File: src/sv/pts_pkg.sv
// pts_pkg: shared types, sizes and codes for the priority thread scheduler
// used by pts_ctrl, pts_dpath and priority_thread_scheduler
`timescale 1ns / 1ps

package pts_pkg;

    localparam int THREADS   = 8;
    localparam int SLOT_W    = (THREADS > 1) ? $clog2(THREADS) : 1;
    localparam int RUN_W     = 4;
    localparam int PRIO_W    = 5;
    localparam int TICKS_W   = 32;
    localparam int FUNC_W    = 2;
    localparam int MASK_W    = 8;
    localparam int STATUS_W  = 2;
    localparam int S_DATA_W  = 40;
    localparam int M_DATA_W  = 16;

    localparam logic [RUN_W-1:0]  IDLE_SLOT = RUN_W'(THREADS);
    localparam logic [SLOT_W-1:0] LAST_SLOT = SLOT_W'(THREADS - 1);

    typedef enum logic [FUNC_W-1:0] {
        FUNC_REGISTER   = 2'd0,
        FUNC_DELAY      = 2'd1,
        FUNC_TICK       = 2'd2,
        FUNC_RESCHEDULE = 2'd3
    } func_t;

    typedef enum logic [STATUS_W-1:0] {
        ST_OK         = 2'd0,
        ST_RANGE      = 2'd1,
        ST_TAKEN      = 2'd2,
        ST_IDLE_DELAY = 2'd3
    } status_t;

    typedef enum logic [2:0] {
        S_IDLE,
        S_EXEC,
        S_TICK,
        S_PICK,
        S_DONE
    } state_t;

    typedef struct packed {
        logic load_in;
        logic exec;
        logic tick_step;
        logic pick;
        logic load_out;
    } pts_cmd_t;

    typedef struct packed {
        func_t func;
        logic  walk_last;
    } pts_stat_t;

endpackage

File: src/sv/pts_ctrl.sv
// pts_ctrl: sequencer for one event at a time and the result word valid flag
// depends on pts_pkg
`timescale 1ns / 1ps

module pts_ctrl
    import pts_pkg::*;
(
    input  logic      aclk,
    input  logic      aresetn,
    input  logic      s_tvalid,
    output logic      s_tready,
    output logic      m_tvalid,
    input  logic      m_tready,
    output pts_cmd_t  cmd,
    input  pts_stat_t stat
);

    state_t state_reg, state_next;
    logic   m_valid_reg, m_valid_next;

    always_ff @(posedge aclk) begin
        if (!aresetn) begin
            state_reg   <= S_IDLE;
            m_valid_reg <= 1'b0;
        end else begin
            state_reg   <= state_next;
            m_valid_reg <= m_valid_next;
        end
    end

    always_comb begin
        state_next   = state_reg;
        cmd          = '0;
        s_tready     = 1'b0;
        m_valid_next = m_valid_reg;
        if (m_valid_reg && m_tready) begin
            m_valid_next = 1'b0;
        end
        case (state_reg)
            S_IDLE: begin
                s_tready = 1'b1;
                if (s_tvalid) begin
                    cmd.load_in = 1'b1;
                    state_next  = S_EXEC;
                end
            end
            S_EXEC: begin
                cmd.exec = 1'b1;
                case (stat.func)
                    FUNC_REGISTER: state_next = S_DONE;
                    FUNC_TICK:     state_next = S_TICK;
                    default:       state_next = S_PICK;
                endcase
            end
            S_TICK: begin
                // one counter per cycle
                cmd.tick_step = 1'b1;
                if (stat.walk_last) begin
                    state_next = S_PICK;
                end
            end
            S_PICK: begin
                cmd.pick   = 1'b1;
                state_next = S_DONE;
            end
            S_DONE: begin
                if (!m_valid_reg || m_tready) begin
                    cmd.load_out = 1'b1;
                    m_valid_next = 1'b1;
                    state_next   = S_IDLE;
                end
            end
            default: begin
                state_next = S_IDLE;
            end
        endcase
    end

    assign m_tvalid = m_valid_reg;

endmodule

File: src/sv/pts_dpath.sv
// pts_dpath: slot table, ready mask, delay counters, selection and result register
// depends on pts_pkg
`timescale 1ns / 1ps

module pts_dpath
    import pts_pkg::*;
(
    input  logic                aclk,
    input  logic                aresetn,
    input  logic [FUNC_W-1:0]   in_func,
    input  logic [PRIO_W-1:0]   in_prio,
    input  logic [TICKS_W-1:0]  in_ticks,
    input  pts_cmd_t            cmd,
    output pts_stat_t           stat,
    output logic [RUN_W-1:0]    out_thread,
    output logic [MASK_W-1:0]   out_mask,
    output logic [STATUS_W-1:0] out_status
);

    func_t                func_reg;
    logic [PRIO_W-1:0]    prio_reg;
    logic [TICKS_W-1:0]   ticks_reg;
    logic [THREADS-1:0]   ready_reg;
    logic [THREADS-1:0]   used_reg;
    logic [TICKS_W-1:0]   count_reg [THREADS];
    logic [RUN_W-1:0]     run_reg;
    status_t              status_reg;
    logic [SLOT_W-1:0]    walk_reg;
    logic [RUN_W-1:0]     out_thread_reg;
    logic [MASK_W-1:0]    out_mask_reg;
    logic [STATUS_W-1:0]  out_status_reg;

    logic [SLOT_W-1:0]    prio_idx;
    logic [SLOT_W-1:0]    run_idx;
    logic [TICKS_W-1:0]   walk_count;
    logic [RUN_W-1:0]     pick_slot;
    logic [MASK_W-1:0]    mask_view;

    assign prio_idx   = prio_reg[SLOT_W-1:0];
    assign run_idx    = run_reg[SLOT_W-1:0];
    assign walk_count = count_reg[walk_reg];

    // lowest-numbered ready slot wins
    always_comb begin
        pick_slot = IDLE_SLOT;
        for (int i = THREADS - 1; i >= 0; i--) begin
            if (ready_reg[i]) begin
                pick_slot = RUN_W'(i);
            end
        end
    end

    always_comb begin
        mask_view = '0;
        for (int i = 0; i < MASK_W; i++) begin
            if (i < THREADS) begin
                mask_view[i] = ready_reg[i];
            end
        end
    end

    always_ff @(posedge aclk) begin
        if (cmd.load_in) begin
            func_reg  <= func_t'(in_func);
            prio_reg  <= in_prio;
            ticks_reg <= in_ticks;
        end
        if (cmd.load_out) begin
            out_thread_reg <= run_reg;
            out_mask_reg   <= mask_view;
            out_status_reg <= status_reg;
        end
    end

    always_ff @(posedge aclk) begin
        if (!aresetn) begin
            ready_reg  <= '0;
            used_reg   <= '0;
            run_reg    <= IDLE_SLOT;
            status_reg <= ST_OK;
            walk_reg   <= '0;
            for (int i = 0; i < THREADS; i++) begin
                count_reg[i] <= '0;
            end
        end else begin
            if (cmd.load_in) begin
                walk_reg   <= '0;
                status_reg <= ST_OK;
            end
            if (cmd.exec) begin
                case (func_reg)
                    FUNC_REGISTER: begin
                        if (prio_reg >= PRIO_W'(THREADS)) begin
                            status_reg <= ST_RANGE;
                        end else if (used_reg[prio_idx]) begin
                            status_reg <= ST_TAKEN;
                        end else begin
                            used_reg[prio_idx]  <= 1'b1;
                            ready_reg[prio_idx] <= 1'b1;
                        end
                    end
                    FUNC_DELAY: begin
                        if (run_reg == IDLE_SLOT) begin
                            status_reg <= ST_IDLE_DELAY;
                        end else begin
                            count_reg[run_idx] <= ticks_reg;
                            ready_reg[run_idx] <= 1'b0;
                        end
                    end
                    default: begin
                    end
                endcase
            end
            if (cmd.tick_step) begin
                if (used_reg[walk_reg] && (walk_count != '0)) begin
                    count_reg[walk_reg] <= walk_count - TICKS_W'(1);
                    if (walk_count == TICKS_W'(1)) begin
                        ready_reg[walk_reg] <= 1'b1;
                    end
                end
                walk_reg <= walk_reg + SLOT_W'(1);
            end
            if (cmd.pick) begin
                run_reg <= pick_slot;
            end
        end
    end

    assign stat.func      = func_reg;
    assign stat.walk_last = (walk_reg == LAST_SLOT);
    assign out_thread     = out_thread_reg;
    assign out_mask       = out_mask_reg;
    assign out_status     = out_status_reg;

endmodule

File: src/sv/priority_thread_scheduler.sv
// priority_thread_scheduler: one event word in, one result word out
// an accepted word passes S_EXEC, then S_DONE for a register event, S_PICK and S_DONE for delay and
// reschedule, or S_TICK, S_PICK and S_DONE for a tick; the tick walks the delay counters one per cycle
// one event in flight: no new word is accepted until the result word of the last one is loaded
// reset (aresetn low, synchronous): no slots, nothing ready, counters zero, idle thread
// depends on pts_pkg, pts_ctrl, pts_dpath
`timescale 1ns / 1ps

module priority_thread_scheduler
    import pts_pkg::*;
(
    input  logic                aclk,
    input  logic                aresetn,
    input  logic                s_tvalid,
    output logic                s_tready,
    input  logic [S_DATA_W-1:0] s_tdata,   // priority_req[4:0], delay_ticks[36:5], zero[39:37]
    input  logic [FUNC_W-1:0]   s_tuser,   // func[1:0]
    output logic                m_tvalid,
    input  logic                m_tready,
    output logic [M_DATA_W-1:0] m_tdata    // current_thread[3:0], ready_mask[11:4], status[13:12]
);

    pts_cmd_t            cmd;
    pts_stat_t           stat;
    logic [RUN_W-1:0]    out_thread;
    logic [MASK_W-1:0]   out_mask;
    logic [STATUS_W-1:0] out_status;

    pts_ctrl u_ctrl (
        .aclk     (aclk),
        .aresetn  (aresetn),
        .s_tvalid (s_tvalid),
        .s_tready (s_tready),
        .m_tvalid (m_tvalid),
        .m_tready (m_tready),
        .cmd      (cmd),
        .stat     (stat)
    );

    pts_dpath u_dpath (
        .aclk       (aclk),
        .aresetn    (aresetn),
        .in_func    (s_tuser),
        .in_prio    (s_tdata[PRIO_W-1:0]),
        .in_ticks   (s_tdata[PRIO_W+TICKS_W-1:PRIO_W]),
        .cmd        (cmd),
        .stat       (stat),
        .out_thread (out_thread),
        .out_mask   (out_mask),
        .out_status (out_status)
    );

    assign m_tdata = {2'b00, out_status, out_mask, out_thread};

    // a running thread always has its ready bit set
    assert property (@(posedge aclk) disable iff (!aresetn)
        m_tvalid && (out_thread != IDLE_SLOT) |-> out_mask[out_thread[SLOT_W-1:0]])
        else $error("running thread not marked ready");

    assert property (@(posedge aclk) disable iff (!aresetn)
        m_tvalid |-> out_thread <= IDLE_SLOT)
        else $error("current thread beyond idle slot");

    // an accepted word passes S_EXEC before s_tready returns or its result appears
    assert property (@(posedge aclk) disable iff (!aresetn)
        s_tvalid && s_tready |=> !s_tready && !$rose(m_tvalid))
        else $error("event accepted while another is in flight");

    // range and taken codes only come from a register event, which never reschedules
    assert property (@(posedge aclk) disable iff (!aresetn)
        cmd.load_out && (stat.func != FUNC_REGISTER)
        |=> (out_status != ST_RANGE) && (out_status != ST_TAKEN))
        else $error("register status on a non-register event");

endmodule

File: config.mk
export PLATFORM = sky130hd
export DESIGN_NAME = priority_thread_scheduler
export DESIGN_NICKNAME = d
export VERILOG_FILES = /design/src/sv/pts_pkg.sv /design/src/sv/pts_ctrl.sv /design/src/sv/pts_dpath.sv /design/src/sv/priority_thread_scheduler.sv
export SDC_FILE = /design/constraint.sdc
export NUM_CORES = 1
export LEC_CHECK = 0
export BUFFER_PORTS_ARGS = -buffer_cell sky130_fd_sc_hd__buf_2
export CELL_PAD_IN_SITES_DETAIL_PLACEMENT = 0
export CELL_PAD_IN_SITES_GLOBAL_PLACEMENT = 1
export CORE_AREA = 5 5 159 199
export CTS_BUF_LIST = sky130_fd_sc_hd__clkbuf_8
export DETAILED_ROUTE_END_ITERATION = 12
export DIE_AREA = 0 0 164 204
export PLACE_DENSITY = 0.88
export SYNTH_ARGS = -nofsm -noshare
export SYNTH_HDL_FRONTEND = slang
export SYNTH_SLANG_ARGS = --single-unit
File: constraint.sdc
create_clock -name aclk -period 5.5 [get_ports aclk]
set_input_delay 0.55 -clock aclk [delete_from_list [all_inputs] [get_ports aclk]]
set_output_delay 0.55 -clock aclk [all_outputs]
set_load 0.02 [all_outputs]
==> run summary, run 1 <==
status = complete, no violations
syn_area_per_cell = 13.9 um2
highest ir drop seen on vdd = 0.000288 V
remaining routing DRC violations = 0
count of cell types in the netlist = 71
clock slew at the register clock pins of the worst setup and hold paths = 0.06 ns
flop and latch count out of synthesis = 341
core box area = 0.0297 mm2
post-synthesis instance area = 0.0156 mm2
min-delay worst type = primary input to flop
Final Routed Wirelength = 38500 um
largest net degree at the start of global routing = 40
Detailed Route Iter0 Violations = 935
worst reg-to-reg path cell count = 9
Most common cell on crit path = buf_4
post-synthesis instance total = 1125
die area = 0.0335 mm2
Clock Sinks = 341
tightest slew margin relative to the limit = 0.240
number of inserted diodes = 0
crit-path max FO = 21
ys flop type = edfxtp_1
leakage power = 6.03 nW
register-to-register setup slack = 0.79 ns
Worst Path Arrival = 5.00 ns
Die Y = 204 um
proportion of layout cells with a drive suffix above 1 = 0.236
Post-synth EDFFs = 309
Max-cap violations = 0
first-pass iteration count of the detailed router = 5
slowest stage delay, CP = 0.68 ns
measured slew at the worst slew-check pin = 1.14 ns
Avg Vias per Cell = 6.09
start point of the worst min-delay path = s_tdata[32]
cell depth of the worst hold path = 1
number of placed I/O pins = 64
end of the worst register-to-register path = u_dpath.count_reg[6][27]
final-report setup violation count = 0
global-route wire length before repair = 59600 um
fraction of post-synthesis cell area in the top cell type by area = 0.593
number of levels the H-tree was split into = 2
Hold Crit Endpoint = u_dpath.ticks_reg[27]
root buffer cell = clkbuf_8
area overhead of the layout relative to synthesis = 12.0%
CTS tree = built
hold buffers post-CTS = 0
Slew Viols, Final = 0
sort of element at the end of the critical path = flop
Routability Congestion = 0.875
warnings from Yosys = 0
endpoint required time on the critical path = 5.79 ns
clock latency on the worst-skew pair = 0.60 ns
Critical-path top delay cell = or4_1
number of gates resized after CTS = 0
final hold violations = 0
# Post-CTS Setup Buffers = 0
sequential share of the synthesized area = 0.634
number of nets still failing antenna checks after routing = 0
global-route usage over all layers = 0.235
chip width = 164 um
total power after layout = 0.00554 W
Final Instance Area = 0.0175 mm2
fin nets = 1270
setup repair after global routing missed its margin = no
CTS Buffer Depth = 3
Starting Density = 0.527
buffers added on ports = 58
GRT Residual Overflow = 0
share of synthesized flip-flops with an asynchronous set or reset = 0
dpl hpwl = 23000 um
chain of cells forming the critical path = buf_4 -> mux4_2 -> mux2i_1 -> nand4_1 -> or4_1 -> o31a_2 -> buf_4 -> nor2_1 -> nor3_1
number of fill cells = 2387
total via count in the routed design = 10100
maximum clock frequency = 0.212 GHz
Site Rows = 71
fraction of the cycle the final worst path needs = 0.856
Critical Path Start Type = flop
drt wl/cell = 23.2 um
biggest area consumer among synthesized cells = edfxtp_1
Setup Total Neg Slack = 0 ns
ranking of synthesized cells by area = edfxtp_1, mux4_2, a21oi_1
via count of the first global-routing pass = 10400
power density relative to cell area = 316 mW/mm2
Period minus WS final = 4.71 ns
Largest register FFs = 256
antenna violations before repair = 0
number of buffers created by CTS = 53
instance area at placement = 0.0165 mm2
largest clock skew in the final design = 0.0290 ns
kind of critical path = flop to flop
cell families (layout without fill, tap and decap cells):
logic type,after synthesis,in the layout,synth area share
fa+ha+maj,5,5,0.00400
mux,117,117,0.134
xor+xnor,11,11,0.00616
flops,341,341,0.634
compound gates,216,216,0.0849
simple gates,354,354,0.110
other cells,1,2,0.000240
buf+inv,80,215,0.0262
worst max path at each step:
stage          start  cells past startpoint  slack (ns)                  endpoint
2_1_floorplan   flop                     13        0.93   u_dpath.count_reg[2][0]
3_3_place_gp    flop                      9        0.92  u_dpath.count_reg[1][27]
3_5_place_dp    flop                      9        0.83  u_dpath.count_reg[5][27]
4_1_cts         flop                      9        0.79  u_dpath.count_reg[5][27]
5_1_grt         flop                      9        0.56  u_dpath.count_reg[0][27]
6_report        flop                      9        0.79  u_dpath.count_reg[6][27]
worst max-delay path, delay by kind of cell (launching register included):
kind | cells | cell delay, ns
buf+inv | 2 | 0.69
simple gates | 4 | 1.55
flops | 1 | 0.53
compound gates | 1 | 0.64
mux | 2 | 0.98
final cells by class:
class | count | area, um2 | area share
Timing Repair Buffer | 105 | 693 | 0.0396
Inverter | 13 | 48.8 | 0.00279
Sequential cell | 341 | 9930 | 0.567
Multi-Input combinational cell | 705 | 5340 | 0.305
Clock inverter | 40 | 218 | 0.0124
Clock buffer | 57 | 785 | 0.0448
Tap cell | 401 | 502 | 0.0286
through the flow:
stage	hold slack (ns)	utilization	setup WS, ns	std cells
floorplan	0.402	-	0.934	1126
global placement	0.438	0.556	0.920	1565
detailed placement	0.450	0.556	0.830	1565
CTS	0.0783	0.590	0.785	1662
global route	0.0890	0.590	0.559	1662
finish	0.127	0.590	0.794	1662
layout by cell type, fill, tap and decap left out, types with 10 or more instances in the layout:
cell type	instances
edfxtp_1	309
nor2_1	146
a21oi_1	142
mux4_2	62
buf_2	58
clkbuf_8	57
nor3_1	55
buf_4	43
nand2_1	40
mux2i_1	35
dfxtp_1	29
inv_1	27
nand3_1	22
clkinv_1	13
nand4_1	11
mux2i_4	11
o21ai_0	11
and3_1	10
nand2_2	10
power breakdown:
group	leakage (nW)	internal, W	switching, W
logic	2.04	0.000178	0.000321
clock network	0.574	0.00105	0.000982
registers	3.42	0.00294	0.0000692
total	6.03	0.00417	0.00137
synth_stat cells, types with 4 or more instances:
library cell	number
mux2_2	6
edfxtp_1	309
o21ai_2	6
o21ai_1	6
nor3b_1	4
o21ai_0	11
nand2_2	10
nand2_1	40
o41ai_1	4
o221ai_1	4
nand3b_1	4
buf_2	33
nor2_1	146
xnor2_1	8
buf_6	5
nor4_1	5
nand2b_1	9
or2_2	5
nor2b_1	5
mux4_2	62
and4_1	9
buf_1	4
buf_4	8
mux2i_4	11
ha_1	5
nand3_1	22
mux2i_1	35
a31oi_1	6
and3_1	10
inv_1	13
a21oi_1	142
or4_1	5
nand4_1	11
nor3_1	55
o31ai_1	4
clkbuf_1	17
dfxtp_1	32
routing by layer:
metal,share of wire,track usage,vias up
met2,0.51,0.400,472
met1,0.38,0.301,4993
met5,0,0,-
met4,0.034,0.0893,0
li1,-,-,4562
met3,0.080,0.0424,91
Power figures use the tool's default switching activity.
==> run 2, diff against run 1 <==
--- a/config.mk
+++ b/config.mk
@@ -12,6 +12,7 @@
 export CTS_BUF_LIST = sky130_fd_sc_hd__clkbuf_8
 export DETAILED_ROUTE_END_ITERATION = 12
 export DIE_AREA = 0 0 164 204
+export MAX_ROUTING_LAYER = met4
 export PLACE_DENSITY = 0.88
 export SYNTH_ARGS = -nofsm -noshare
 export SYNTH_HDL_FRONTEND = slang
==> run summary, run 2 (synthesized netlist as in run 1, its figures left out) <==
fin nets = 1270
area overhead of the layout relative to synthesis = 12.0%
most common cell after layout, fill and taps aside = edfxtp_1
proportion of layout cells with a drive suffix above 1 = 0.236
number of levels the H-tree was split into = 2
setup repair after global routing missed its margin = no
relative contribution of sequential cells to total power = 0.544
number of fill cells = 2387
Slew Viols, Final = 0
status = complete, no violations
maximum clock frequency = 0.213 GHz
final hold violations = 0
largest net degree at the start of global routing = 40
CTS Buffer Depth = 3
highest ir drop seen on vdd = 0.000289 V
Worst Path Arrival = 4.99 ns
Die Y = 204 um
largest clock skew in the final design = 0.0262 ns
Setup Total Neg Slack = 0 ns
instance area at placement = 0.0165 mm2
non-filler cells, final = 1662
total via count in the routed design = 10200
endpoint required time on the critical path = 5.79 ns
CTS tree = built
measured slew at the worst slew-check pin = 1.13 ns
clock slew at the register clock pins of the worst setup and hold paths = 0.06 ns
die area = 0.0335 mm2
total power after layout = 0.00554 W
fraction of the cycle the final worst path needs = 0.854
global-route usage over all layers = 0.242
leakage power = 6.03 nW
Detailed Route Iter0 Violations = 885
Final Routed Wirelength = 38500 um
number of gates resized after CTS = 0
Critical Path Start Type = flop
hold buffers post-CTS = 0
Avg Vias per Cell = 6.13
combinational share of power = 0.090
number of buffers created by CTS = 53
drt wl/cell = 23.2 um
antenna violations before repair = 0
net switching fraction of the power = 0.247
global-route wire length before repair = 59600 um
cell total after placement = 1565
Starting Density = 0.527
sort of element at the end of the critical path = flop
Max-cap violations = 0
final-report setup violation count = 0
number of placed I/O pins = 64
power density relative to cell area = 316 mW/mm2
first-pass iteration count of the detailed router = 5
# Post-CTS Setup Buffers = 0
net switching power figure = 0.00137 W
via count of the first global-routing pass = 10400
Site Rows = 71
crit-path max FO = 21
remaining routing DRC violations = 0
tightest slew margin relative to the limit = 0.246
Int Pwr = 0.00417 W
number of inserted diodes = 0
dpl hpwl = 23000 um
core box area = 0.0297 mm2
GRT Residual Overflow = 0
kind of critical path = flop to flop
Final Instance Area = 0.0175 mm2
Routability Congestion = 0.889
register-to-register setup slack = 0.80 ns
clock latency on the worst-skew pair = 0.60 ns
chip width = 164 um
Largest register FFs = 256
clock network power share = 0.366
min-delay worst type = primary input to flop
number of nets still failing antenna checks after routing = 0
Clock Sinks = 341
buffers added on ports = 58
root buffer cell = clkbuf_8
Period minus WS final = 4.70 ns
top library cells by usage in the layout, fill and taps aside = edfxtp_1, nor2_1, a21oi_1
[run 2: cell counts in the layout (fill, tap and decap cells not counted)]
Identical to the previous run, type by type.
[run 2: critical path, cell delays in order, from the launching register on]
cell and delay [ns]:
dfxtp_4 0.53, buf_4 0.28, mux4_2 0.53, mux2i_1 0.46, nand4_1 0.30, or4_1 0.68
o31a_2 0.64, buf_4 0.41, nor2_1 0.46, nor3_1 0.11
[run 2: power groups by stage]
stage / Sequential [W] / Combinational [W] / Clock [W]
3_3_place_gp: 0.00306 / 0.000490 / 0
5_1_grt: 0.00302 / 0.000543 / 0.00219
6_report: 0.00301 / 0.000499 / 0.00203
4_1_cts: 0.00301 / 0.000501 / 0.00207
3_5_place_dp: 0.00307 / 0.000500 / 0
2_1_floorplan: 0.00303 / 0.000364 / 0
[run 2: final cells by class]
cell class	instances	area [um2]	area share
Sequential cell	341	9930	0.567
Multi-Input combinational cell	705	5340	0.305
Clock buffer	57	785	0.0448
Timing Repair Buffer	105	693	0.0396
Tap cell	401	502	0.0286
Clock inverter	40	218	0.0124
Inverter	13	48.8	0.00279
[run 2: path summary, 6_finish.rpt]
kind | to | cells after the start | from
hold / removal | u_dpath.ticks_reg[27] | 1 | s_tdata[32]
hold reg to reg | u_dpath.out_status[0] | 0 | u_dpath.status_reg[0]
setup reg to reg | u_dpath.count_reg[5][27] | 9 | flop
setup / recovery | u_dpath.count_reg[5][27] | 9 | flop
[run 2: metrics by stage]
stage | hold slack (ns) | setup WS (ns) | util
4_1_cts | 0.0783 | 0.785 | 0.590
5_1_grt | 0.0890 | 0.551 | 0.590
2_1_floorplan | 0.402 | 0.934 | -
6_report | 0.129 | 0.802 | 0.590
3_5_place_dp | 0.450 | 0.830 | 0.556
3_3_place_gp | 0.438 | 0.920 | 0.556
[run 2: metal layers]
layer	part of all wire	track usage
met5	0	-
met3	0.070	0.0422
met2	0.51	0.400
met1	0.39	0.302
met4	0.031	0.0893
